--- config.mk ---
export PLATFORM = sky130hd
export DESIGN_NAME = next_prime_finder_unit
export DESIGN_NICKNAME = d
export VERILOG_FILES = /design/src/npf_pkg.sv /design/src/npf_rem_unit.sv /design/src/next_prime_finder_unit.sv
export SDC_FILE = /design/constraint.sdc
export NUM_CORES = 1
export LEC_CHECK = 0
export BUFFER_PORTS_ARGS = -buffer_cell sky130_fd_sc_hd__buf_2
export CAP_MARGIN = 0
export CORE_MARGIN = 2
export CORE_UTILIZATION = 50
export CTS_BUF_LIST = sky130_fd_sc_hd__clkbuf_4 sky130_fd_sc_hd__clkbuf_8
export DETAILED_ROUTE_END_ITERATION = 10
export PLACE_DENSITY = 0.7
export SLEW_MARGIN = 20
export SYNTH_ARGS = -nofsm -noshare
export SYNTH_HDL_FRONTEND = slang
export SYNTH_SLANG_ARGS = --single-unit
--- constraint.sdc ---
create_clock -name clk -period 11.6 [get_ports clk]
set_input_delay 2.32 -clock clk [delete_from_list [all_inputs] [get_ports clk]]
set_output_delay 2.32 -clock clk [all_outputs]
set_load 0.005 [all_outputs]
--- src/npf_pkg.sv ---
// Package for the next prime finder: field widths and the remainder unit status.
// No dependencies.
`timescale 1ns / 1ps

package npf_pkg;

  // Field width of the number and the result
  localparam int FIELD_W = 32;
  // Candidate carries one extra bit so it can step past the bound
  localparam int CAND_W  = FIELD_W + 1;
  // Trial divisor never exceeds 2^16 for a 32-bit candidate
  localparam int DIV_W   = 17;
  // Square of the divisor, with room for the step past the candidate
  localparam int SQ_W    = 2 * DIV_W;
  // Default result width bound
  localparam int NPF_WIDTH = 32;

  // Status returned by the remainder unit
  typedef struct packed {
    logic done;
    logic zero;
  } npf_rem_status_t;

endpackage

--- src/npf_rem_unit.sv ---
// Iterative remainder unit: loads on start, then one restoring step per cycle (FIELD_W steps).
// Depends on npf_pkg.
`timescale 1ns / 1ps

module npf_rem_unit
  import npf_pkg::*;
(
  input  logic                 clk,
  input  logic                 rst,
  input  logic                 start,
  input  logic [FIELD_W-1:0]   dividend,
  input  logic [DIV_W-1:0]     divisor,
  output npf_rem_status_t      status
);

  localparam int CNT_W = $clog2(FIELD_W);
  localparam logic [CNT_W-1:0] LAST_STEP = CNT_W'(FIELD_W - 1);

  logic                busy;
  logic                done;
  logic                zero;
  logic [CNT_W-1:0]    count;
  logic [FIELD_W-1:0]  shreg;
  logic [DIV_W-1:0]    rem;
  logic [DIV_W-1:0]    dvs;
  logic [DIV_W:0]      trial;
  logic [DIV_W-1:0]    rem_next;

  // Shift in the next dividend bit and subtract where it fits
  always_comb begin
    trial = {rem, shreg[FIELD_W-1]};
    if (trial >= {1'b0, dvs}) begin
      rem_next = DIV_W'(trial - {1'b0, dvs});
    end else begin
      rem_next = trial[DIV_W-1:0];
    end
  end

  // Hold operands and advance one step per cycle
  always_ff @(posedge clk) begin
    if (rst) begin
      busy <= 1'b0;
      done <= 1'b0;
    end else begin
      done <= 1'b0;
      if (start) begin
        busy  <= 1'b1;
        count <= '0;
        shreg <= dividend;
        rem   <= '0;
        dvs   <= divisor;
      end else if (busy) begin
        shreg <= shreg << 1;
        rem   <= rem_next;
        count <= count + CNT_W'(1);
        if (count == LAST_STEP) begin
          busy <= 1'b0;
          done <= 1'b1;
          zero <= (rem_next == '0);
        end
      end
    end
  end

  assign status.done = done;
  assign status.zero = zero;

endmodule

--- src/next_prime_finder_unit.sv ---
// Searches for the next prime after the input. Each candidate c is tried against trial
// divisors from two upward (floor(sqrt(c)) - 1 of them for a prime, smallest factor less
// one for a composite, none above the bound, which ends the search with overflow); each
// divisor is issued in turn to the remainder unit. One item at a time: in_ready low from
// acceptance until the result beat is taken. Synchronous active-high reset returns to
// idle with no result pending; the result registers are not reset.
`timescale 1ns / 1ps

module next_prime_finder_unit
  import npf_pkg::*;
#(
  parameter int WIDTH = NPF_WIDTH
) (
  input  logic                clk,
  input  logic                rst,
  input  logic                in_valid,
  output logic                in_ready,
  input  logic [FIELD_W-1:0]  start_value,
  output logic                out_valid,
  input  logic                out_ready,
  output logic [FIELD_W-1:0]  prime,
  output logic                overflow
);

  // Largest result allowed: 2^min(WIDTH, FIELD_W) - 1
  localparam int LIMIT_BITS = (WIDTH > FIELD_W) ? FIELD_W : WIDTH;
  localparam logic [CAND_W-1:0] LIMIT = (CAND_W'(1) << LIMIT_BITS) - CAND_W'(1);

  typedef enum logic [2:0] {
    S_IDLE,
    S_NEXT,
    S_TEST,
    S_DIV,
    S_DONE
  } state_t;

  state_t               state;
  logic [CAND_W-1:0]    candidate;
  logic [DIV_W-1:0]     divisor;
  logic [SQ_W-1:0]      square;
  logic                 rem_start;
  npf_rem_status_t      rem_status;
  logic [CAND_W-1:0]    first_cand;

  // First candidate is n + 1, raised to 2
  always_comb begin
    first_cand = {1'b0, start_value} + CAND_W'(1);
    if (first_cand < CAND_W'(2)) begin
      first_cand = CAND_W'(2);
    end
  end

  // Sequence candidates and trial divisors
  always_ff @(posedge clk) begin
    if (rst) begin
      state     <= S_IDLE;
      rem_start <= 1'b0;
    end else begin
      rem_start <= 1'b0;
      unique case (state)
        S_IDLE: begin
          if (in_valid) begin
            candidate <= first_cand;
            state     <= S_NEXT;
          end
        end
        S_NEXT: begin
          if (candidate > LIMIT) begin
            prime    <= '0;
            overflow <= 1'b1;
            state    <= S_DONE;
          end else begin
            divisor <= DIV_W'(2);
            square  <= SQ_W'(4);
            state   <= S_TEST;
          end
        end
        S_TEST: begin
          if (square > SQ_W'(candidate)) begin
            prime    <= candidate[FIELD_W-1:0];
            overflow <= 1'b0;
            state    <= S_DONE;
          end else begin
            rem_start <= 1'b1;
            state     <= S_DIV;
          end
        end
        S_DIV: begin
          if (rem_status.done) begin
            if (rem_status.zero) begin
              candidate <= candidate + CAND_W'(1);
              state     <= S_NEXT;
            end else begin
              // (d+1)^2 = d^2 + 2d + 1
              square  <= square + SQ_W'({divisor, 1'b0}) + SQ_W'(1);
              divisor <= divisor + DIV_W'(1);
              state   <= S_TEST;
            end
          end
        end
        S_DONE: begin
          if (out_ready) begin
            state <= S_IDLE;
          end
        end
        default: state <= S_IDLE;
      endcase
    end
  end

  assign in_ready  = (state == S_IDLE);
  assign out_valid = (state == S_DONE);

  npf_rem_unit u_rem (
    .clk      (clk),
    .rst      (rst),
    .start    (rem_start),
    .dividend (candidate[FIELD_W-1:0]),
    .divisor  (divisor),
    .status   (rem_status)
  );

endmodule

==> key figures, run 1 <==
Floorplan
  – Die H: roughly 160 um
  – Die area: between 20,000 and 30,000 um2
  – Row count: 58
  – Core footprint: about 25,000 um2
  – Num ports: about 70
  – Starting Density: between 50% and 60%
  – DIE WIDTH: 163 um

Drt
  – Initial DRC count: between 700 and 800
  – Detail Route Antenna Nets: 0
  – Aggregate routed wire length: approximately 29 mm
  – Via count: 9,554
  – DR vias/cell: about 5.8
  – Drt first pass iters: 5
  – Remaining DRCs: 0
  – Routed wire length per instance: approximately 17 um

Synth
  – Seq cells post-synth: roughly 200
  – Mapped cell area: 12,600 um2
  – Seq/Total Area, Yosys: 46.1%
  – Main combinational cell family by area after synthesis: simple AND/OR/NAND/NOR gates
  – Cells taking the most area after synthesis: edfxtp_1, ha_1, nor2_1
  – Mux cell area share after synthesis: roughly 5.2%
  – Async S/R FF share, synth: 0%
  – Top_reg_cell synth: edfxtp_1
  – Syn Inst Count: around 1.2k
  – Complex-gate fraction of the synthesized area: between 10 and 15%
  – Largest area contributor in the netlist: edfxtp_1
  – Post-synthesis cell type count: between 70 and 80
  – Yosys top cell area share: a little under half
  – Post-synth EDFFs: between 150 and 200
  – Yosys warnings: 0
  – Post-Synth Adder-Cell Area: 7.59%
  – Mapped Nets: about 1.4k
  – XOR/XNOR Fraction of Synth Area: between 6 and 7%
  – Simple logic cell fraction of the synthesized area: between 15 and 20%
  – Mean Syn Cell Area: slightly above 10 um2

Clocking
  – Clk_lat worst skew: between 0.4 and 0.5 ns
  – Root buffer cell: clkbuf_8
  – Hold-fix buffers, CTS: 0
  – TritonCTS clock tree: done
  – Num CTS Buffers: 17
  – Setup repair bufs after CTS: 0
  – Longest Clk Path Bufs: 2
  – Clock sinks: ~200
  – H-tree level count: 4
  – Post-cts resize count: 0
  – Clock transition at path regs: about 0.10 ns

Placement
  – Placed instance count: between 1.5k and 2k
  – GPL Wtd Cong: about 0.92
  – Port Buffers: 70
  – DPL Wire Length: roughly 21 mm

Critical path
  – Critical R2R Launch: candidate[0]
  – CP Capture Point: candidate[0]
  – Kind of critical path: in -> reg
  – CP max FO: 12
  – Crit. End Element: register
  – Reg2reg path depth: 13
  – R2R Setup Slk: around 7 ns
  – Worst Setup SP: start_value[0]
  – Worst EP required: about 12 ns
  – CP Launch Type: primary input
  – Crit path arrival time: 4.84 ns
  – Reg-to-Reg End: divisor[8]

Min path
  – Hold Path Stages: 2
  – Hold Path Class: reg -> reg
  – Hold Crit Start: u_rem.busy

Power and ir drop
  – Tot Pwr: between 1 and 1.5 mW
  – Pwr Density: 101 nW/um2
  – LEAKAGE: slightly above 5 nW
  – Worst-case vdd ir drop: between 70 and 80 uV

Cells and area
  – Final std cells w/o fill: 1,643
  – Antenna diode count: 0
  – Most common cell after layout, fill and taps aside: edfxtp_1
  – Nets: ~1.4k
  – Synth-to-layout area growth: 8.33%
  – Most frequent cells in the layout: edfxtp_1, nor2_1, nand2_1
  – Reg area: a little under 6000 um2
  – Multi-input logic area: between 6000 and 7000 um2
  – Share of layout cells above drive strength 1: about an eighth
  – Fill cell count: roughly 2.2k

Timing
  – Worst Skew: 0.0175 ns
  – Fmax: between 200 and 250 MHz
  – Max-Slew Margin vs Limit: 43.1%
  – Worst-margin pin slew: around 0.85 ns
  – Endpoints failing setup: 0
  – Fin. max-slew vios: 0
  – Final worst-path cycle share: between 30% and 40%
  – Setup_tns: 0 ns
  – RSZ-0062 raised after global routing: false
  – Hold Slack: between 0.4 and 0.5 ns
  – Min Tclk post-route: 4.60 ns
  – Final Hold Viols: 0

GRT
  – Largest net degree at the start of global routing: 57
  – Congestion Overflow GR: 0
  – First-pass GRT wire length: roughly 46 mm
  – Vias in the first global route: about 9.1k
  – Antenna violations before repair: 0
  – Total GRT Usage: approximately 22%

Run status
  – Status: completed

Flow run
  – Max_cap viols: 0
area by class of cell:
type                    count  area share (%)
multi-input cells         928            46.3
flip-flops and latches    195            42.6
repair buffers             81            3.18
well taps                 330            3.03
inverters                  78            2.15
clock buffers              17            1.72
clock inverters            14            1.04
flip-flops by register name, summed over array words and instances (netlist names), 3 cells and up:
name,count
square,34
state,3
candidate,33
u_rem.dvs,17
u_rem.shreg,32
u_rem.count,5
prime,32
u_rem.rem,17
divisor,17
worst max-delay path: stages:
cell and delay (ns):
buf_2 0.11, ha_1 0.28, inv_1 0.09, nor4_2 0.25
buf_4 0.22, or4b_2 0.61, xor2_1 0.23, nand4_1 0.12
nor4_1 0.21, nand4_1 0.20, and3_1 0.20
worst min path at each step:
stage / to / slack [ns]
floorplan: u_rem.done / 0.44
global placement: u_rem.done / 0.48
detailed placement: u_rem.done / 0.48
CTS: u_rem.done / 0.49
global route: u_rem.done / 0.52
finish: u_rem.done / 0.48
cells in the mapped netlist (all sizes together), types with 11 or more instances:
cell	number
edfxtp	189
nor2	139
nand2	92
inv	77
ha	73
nand3	62
a21oi	60
o21ai	58
xnor2	58
clkbuf	34
xor2	34
nand4	33
nor3	32
mux2	31
mux2i	30
and3	27
a21o	26
or3	24
and4	13
buf	11
cells by family (layout without fill, tap and decap cells):
| logic type | Yosys count | after routing |
|---|---|---|
| buffers and inverters | 123 | 190 |
| flip-flops | 195 | 195 |
| multiplexers | 61 | 61 |
| AO/OA/AOI/OAI | 219 | 219 |
| AND/OR/NAND/NOR | 481 | 481 |
| XOR/XNOR | 92 | 92 |
| adder cells (fa/ha/maj) | 75 | 75 |
report_power, final:
part	total, mW	leakage, nW	switching [mW]	internal, mW
logic	0.131	3.14	0.0820	0.0493
registers	0.805	1.78	0.0175	0.787
clock network	0.433	0.190	0.273	0.159
through the flow:
| step | setup WS, ns | utilization (%) | area (um2) |
|---|---|---|---|
| 6_report | 7.00 | 54.7 | 13600 |
| 5_1_grt | 6.78 | 54.7 | 13600 |
| 4_1_cts | 7.00 | 54.7 | 13600 |
| 3_5_place_dp | 6.48 | 53.2 | 13200 |
| 3_3_place_gp | 6.60 | 53.2 | 13200 |
| 2_1_floorplan | 0.325 | - | 12600 |
metal layers:
| metal | GRT usage [%] | vias to the layer above | routed length [um] |
|---|---|---|---|
| met5 | 0 | - | 0 |
| met4 | 6.19 | 0 | 439 |
| met3 | 3.31 | 32 | 1190 |
| met2 | 37.7 | 229 | 14100 |
| met1 | 29.3 | 4609 | 12900 |
| li1 | - | 4684 | - |
Note: power is estimated with default switching activity, not from simulation.
==> run 2, diff against run 1 <==
Clock period 11.6 ns to 3.9 ns, I/O delays scaled along.
==> key figures, run 2 (same netlist as run 1, synthesis figures left out) <==
Run status
  – Status: completed

Cells and area
  – Nets: 1,418 (+0.42%)
  – Synth-to-layout area growth: 9.40%
  – Share of layout cells above drive strength 1: 14.2% (+0.91 points)
  – Most common cell after layout, fill and taps aside: edfxtp_1
  – Antenna diode count: 0 (unchanged)
  – Most frequent cells in the layout: edfxtp_1, nor2_1, nand2_1
  – Final core utilization: 55.2% (+0.54 points)
  – Most flops, register: square
  – Max reg flops: 34 (unchanged)
  – Biggest regs: square: 34 flops, candidate: 33 flops

Timing
  – Endpoints failing setup: 0 (unchanged)
  – Worst-margin pin slew: 0.771 ns (-0.0820 ns)
  – Fin. max-slew vios: 0 (unchanged)
  – Final worst-path cycle share: about 88%
  – PnR worst setup slack: 0.484 ns (-6.52 ns)
  – Worst Skew: 0.0191 ns (+0.00161 ns)
  – Hold Slack: 0.481 ns (-0.00117 ns)
  – Final Hold Viols: 0 (unchanged)
  – Fmax: roughly 300 MHz
  – Max-Slew Margin vs Limit: 48.6% (+5.5 points)
  – RSZ-0062 raised after global routing: false
  – Min Tclk post-route: between 3 and 4 ns

Clocking
  – H-tree level count: 4 (unchanged)
  – Hold-fix buffers, CTS: 0 (unchanged)
  – Num CTS Buffers: 17 (unchanged)
  – Root buffer cell: clkbuf_8
  – Clk_lat worst skew: 0.49 ns (about the same)
  – TritonCTS clock tree: done
  – Clock sinks: 195 (unchanged)
  – Clock transition at path regs: 0.11 ns (about the same)
  – Setup repair bufs after CTS: 0 (unchanged)
  – Post-cts resize count: 0 (unchanged)
  – Longest Clk Path Bufs: 2 (unchanged)

Drt
  – Via count: 9,607 (+0.55%)
  – Detail Route Antenna Nets: 0 (unchanged)
  – Drt first pass iters: 5 (unchanged)
  – Routed wire length per instance: 17.8 um (+1.9%)
  – Initial DRC count: 785 (+7.8%)
  – Aggregate routed wire length: 29.3 mm (+2.3%)
  – DR vias/cell: 5.82 (+0.13%)
  – Remaining DRCs: 0 (unchanged)

Critical path
  – Crit path arrival time: 3.65 ns (-1.19 ns)
  – Crit. End Element: register
  – CP Launch Type: register
  – Kind of critical path: reg -> reg
  – Worst EP required: 4.13 ns (-7.72 ns)
  – CP max FO: 4 (-8)

GRT
  – Largest net degree at the start of global routing: 56 (-1.8%)
  – Antenna violations before repair: 0 (unchanged)
  – First-pass GRT wire length: 46.9 mm (+0.77%)
  – Congestion Overflow GR: 0 (unchanged)
  – Vias in the first global route: 9,142 (+0.24%)
  – Total GRT Usage: 22.5% (+0.42 points)

Power and ir drop
  – Tot Pwr: 4.11 mW (+200%)
  – Pwr Density: 299 nW/um2 (+200%)
  – Worst-case vdd ir drop: 209 uV (+190%)
  – LEAKAGE: 5.16 nW (+0.92%)

Placement
  – Pre-CTS setup slack: 0.553 ns (-5.93 ns)
  – GPL Wtd Cong: 0.954 (+3.9%)
  – DPL Wire Length: 21.5 mm (+2.1%)
  – Port Buffers: 70 (unchanged)

Floorplan
  – Die area: 26,400 um2 (unchanged)
  – DIE WIDTH: 163 um (unchanged)
  – Starting Density: 50.5% (unchanged)
  – Row count: 58 (unchanged)
  – Num ports: 71 (unchanged)
  – Die H: 163 um (unchanged)
  – Core footprint: 24,900 um2 (unchanged)

Min path
  – Hold Path Class: reg -> reg

Flow run
  – Max_cap viols: 0 (unchanged)
-- run 2: cell count changes in the layout (fill, tap and decap cells not counted), moves of 2 or more --
cell / previous run / this run
nor2_1: 136 / 134
inv_6: 3 / 7
clkinv_8: 1 / 5
buf_4: 11 / 16
clkinv_4: 4 / 0
inv_8: 5 / 1
-- run 2: power by group --
part,switching [mW],leakage (nW),total [mW],internal (mW)
Sequential,0.0538,1.78,2.40,2.34
Clock,0.838,0.200,1.32,0.482
Combinational,0.246,3.18,0.400,0.154
-- run 2: path summary, 6_finish.rpt --
kind	start	end	slack [ns]	cells past startpoint
setup reg to reg	u_rem.shreg[31]	u_rem.zero	0.48	12
hold reg to reg	u_rem.busy	u_rem.done	0.48	2
hold / removal	u_rem.busy	u_rem.done	0.48	2
setup / recovery	u_rem.shreg[31]	u_rem.zero	0.48	12
-- run 2: metal layers --
layer / GRT usage, % / vias to the layer above / wire (um)
met5: 0 / - / 0
li1: - / 4696 / -
met4: 8.33 / 0 / 828
met2: 37.4 / 263 / 14000
met1: 30.0 / 4598 / 13100
met3: 3.31 / 50 / 1360
-- run 2: critical path, stage by stage, from the launching register on --
cell      delay (ns)
edfxtp_1        0.41
inv_1           0.10
ha_1            0.15
inv_1           0.05
fa_1            0.42
a211oi_2        0.31
o21ai_1         0.16
a2111o_1        0.43
a31o_1          0.24
a21oi_2         0.16
xnor2_1         0.10
o21ai_1         0.14
nor4bb_1        0.49
-- run 2: cell type report --
type	count	area, um2
Clock buffer	17	234
Clock inverter	15	163
Fill cell	2239	11100
Inverter	78	293
Multi-Input combinational cell	928	6360
Sequential cell	195	5800
Tap cell	330	413
Timing Repair Buffer	87	490
-- run 2: per-stage QoR --
step / TNS (ns) / area [um2] / std cells
6_report: 0 / 13700 / 1650
3_3_place_gp: 0 / 13300 / 1618
5_1_grt: 0 / 13700 / 1650
3_5_place_dp: 0 / 13300 / 1618
2_1_floorplan: -23.95 / 12600 / 1246
4_1_cts: 0 / 13700 / 1650
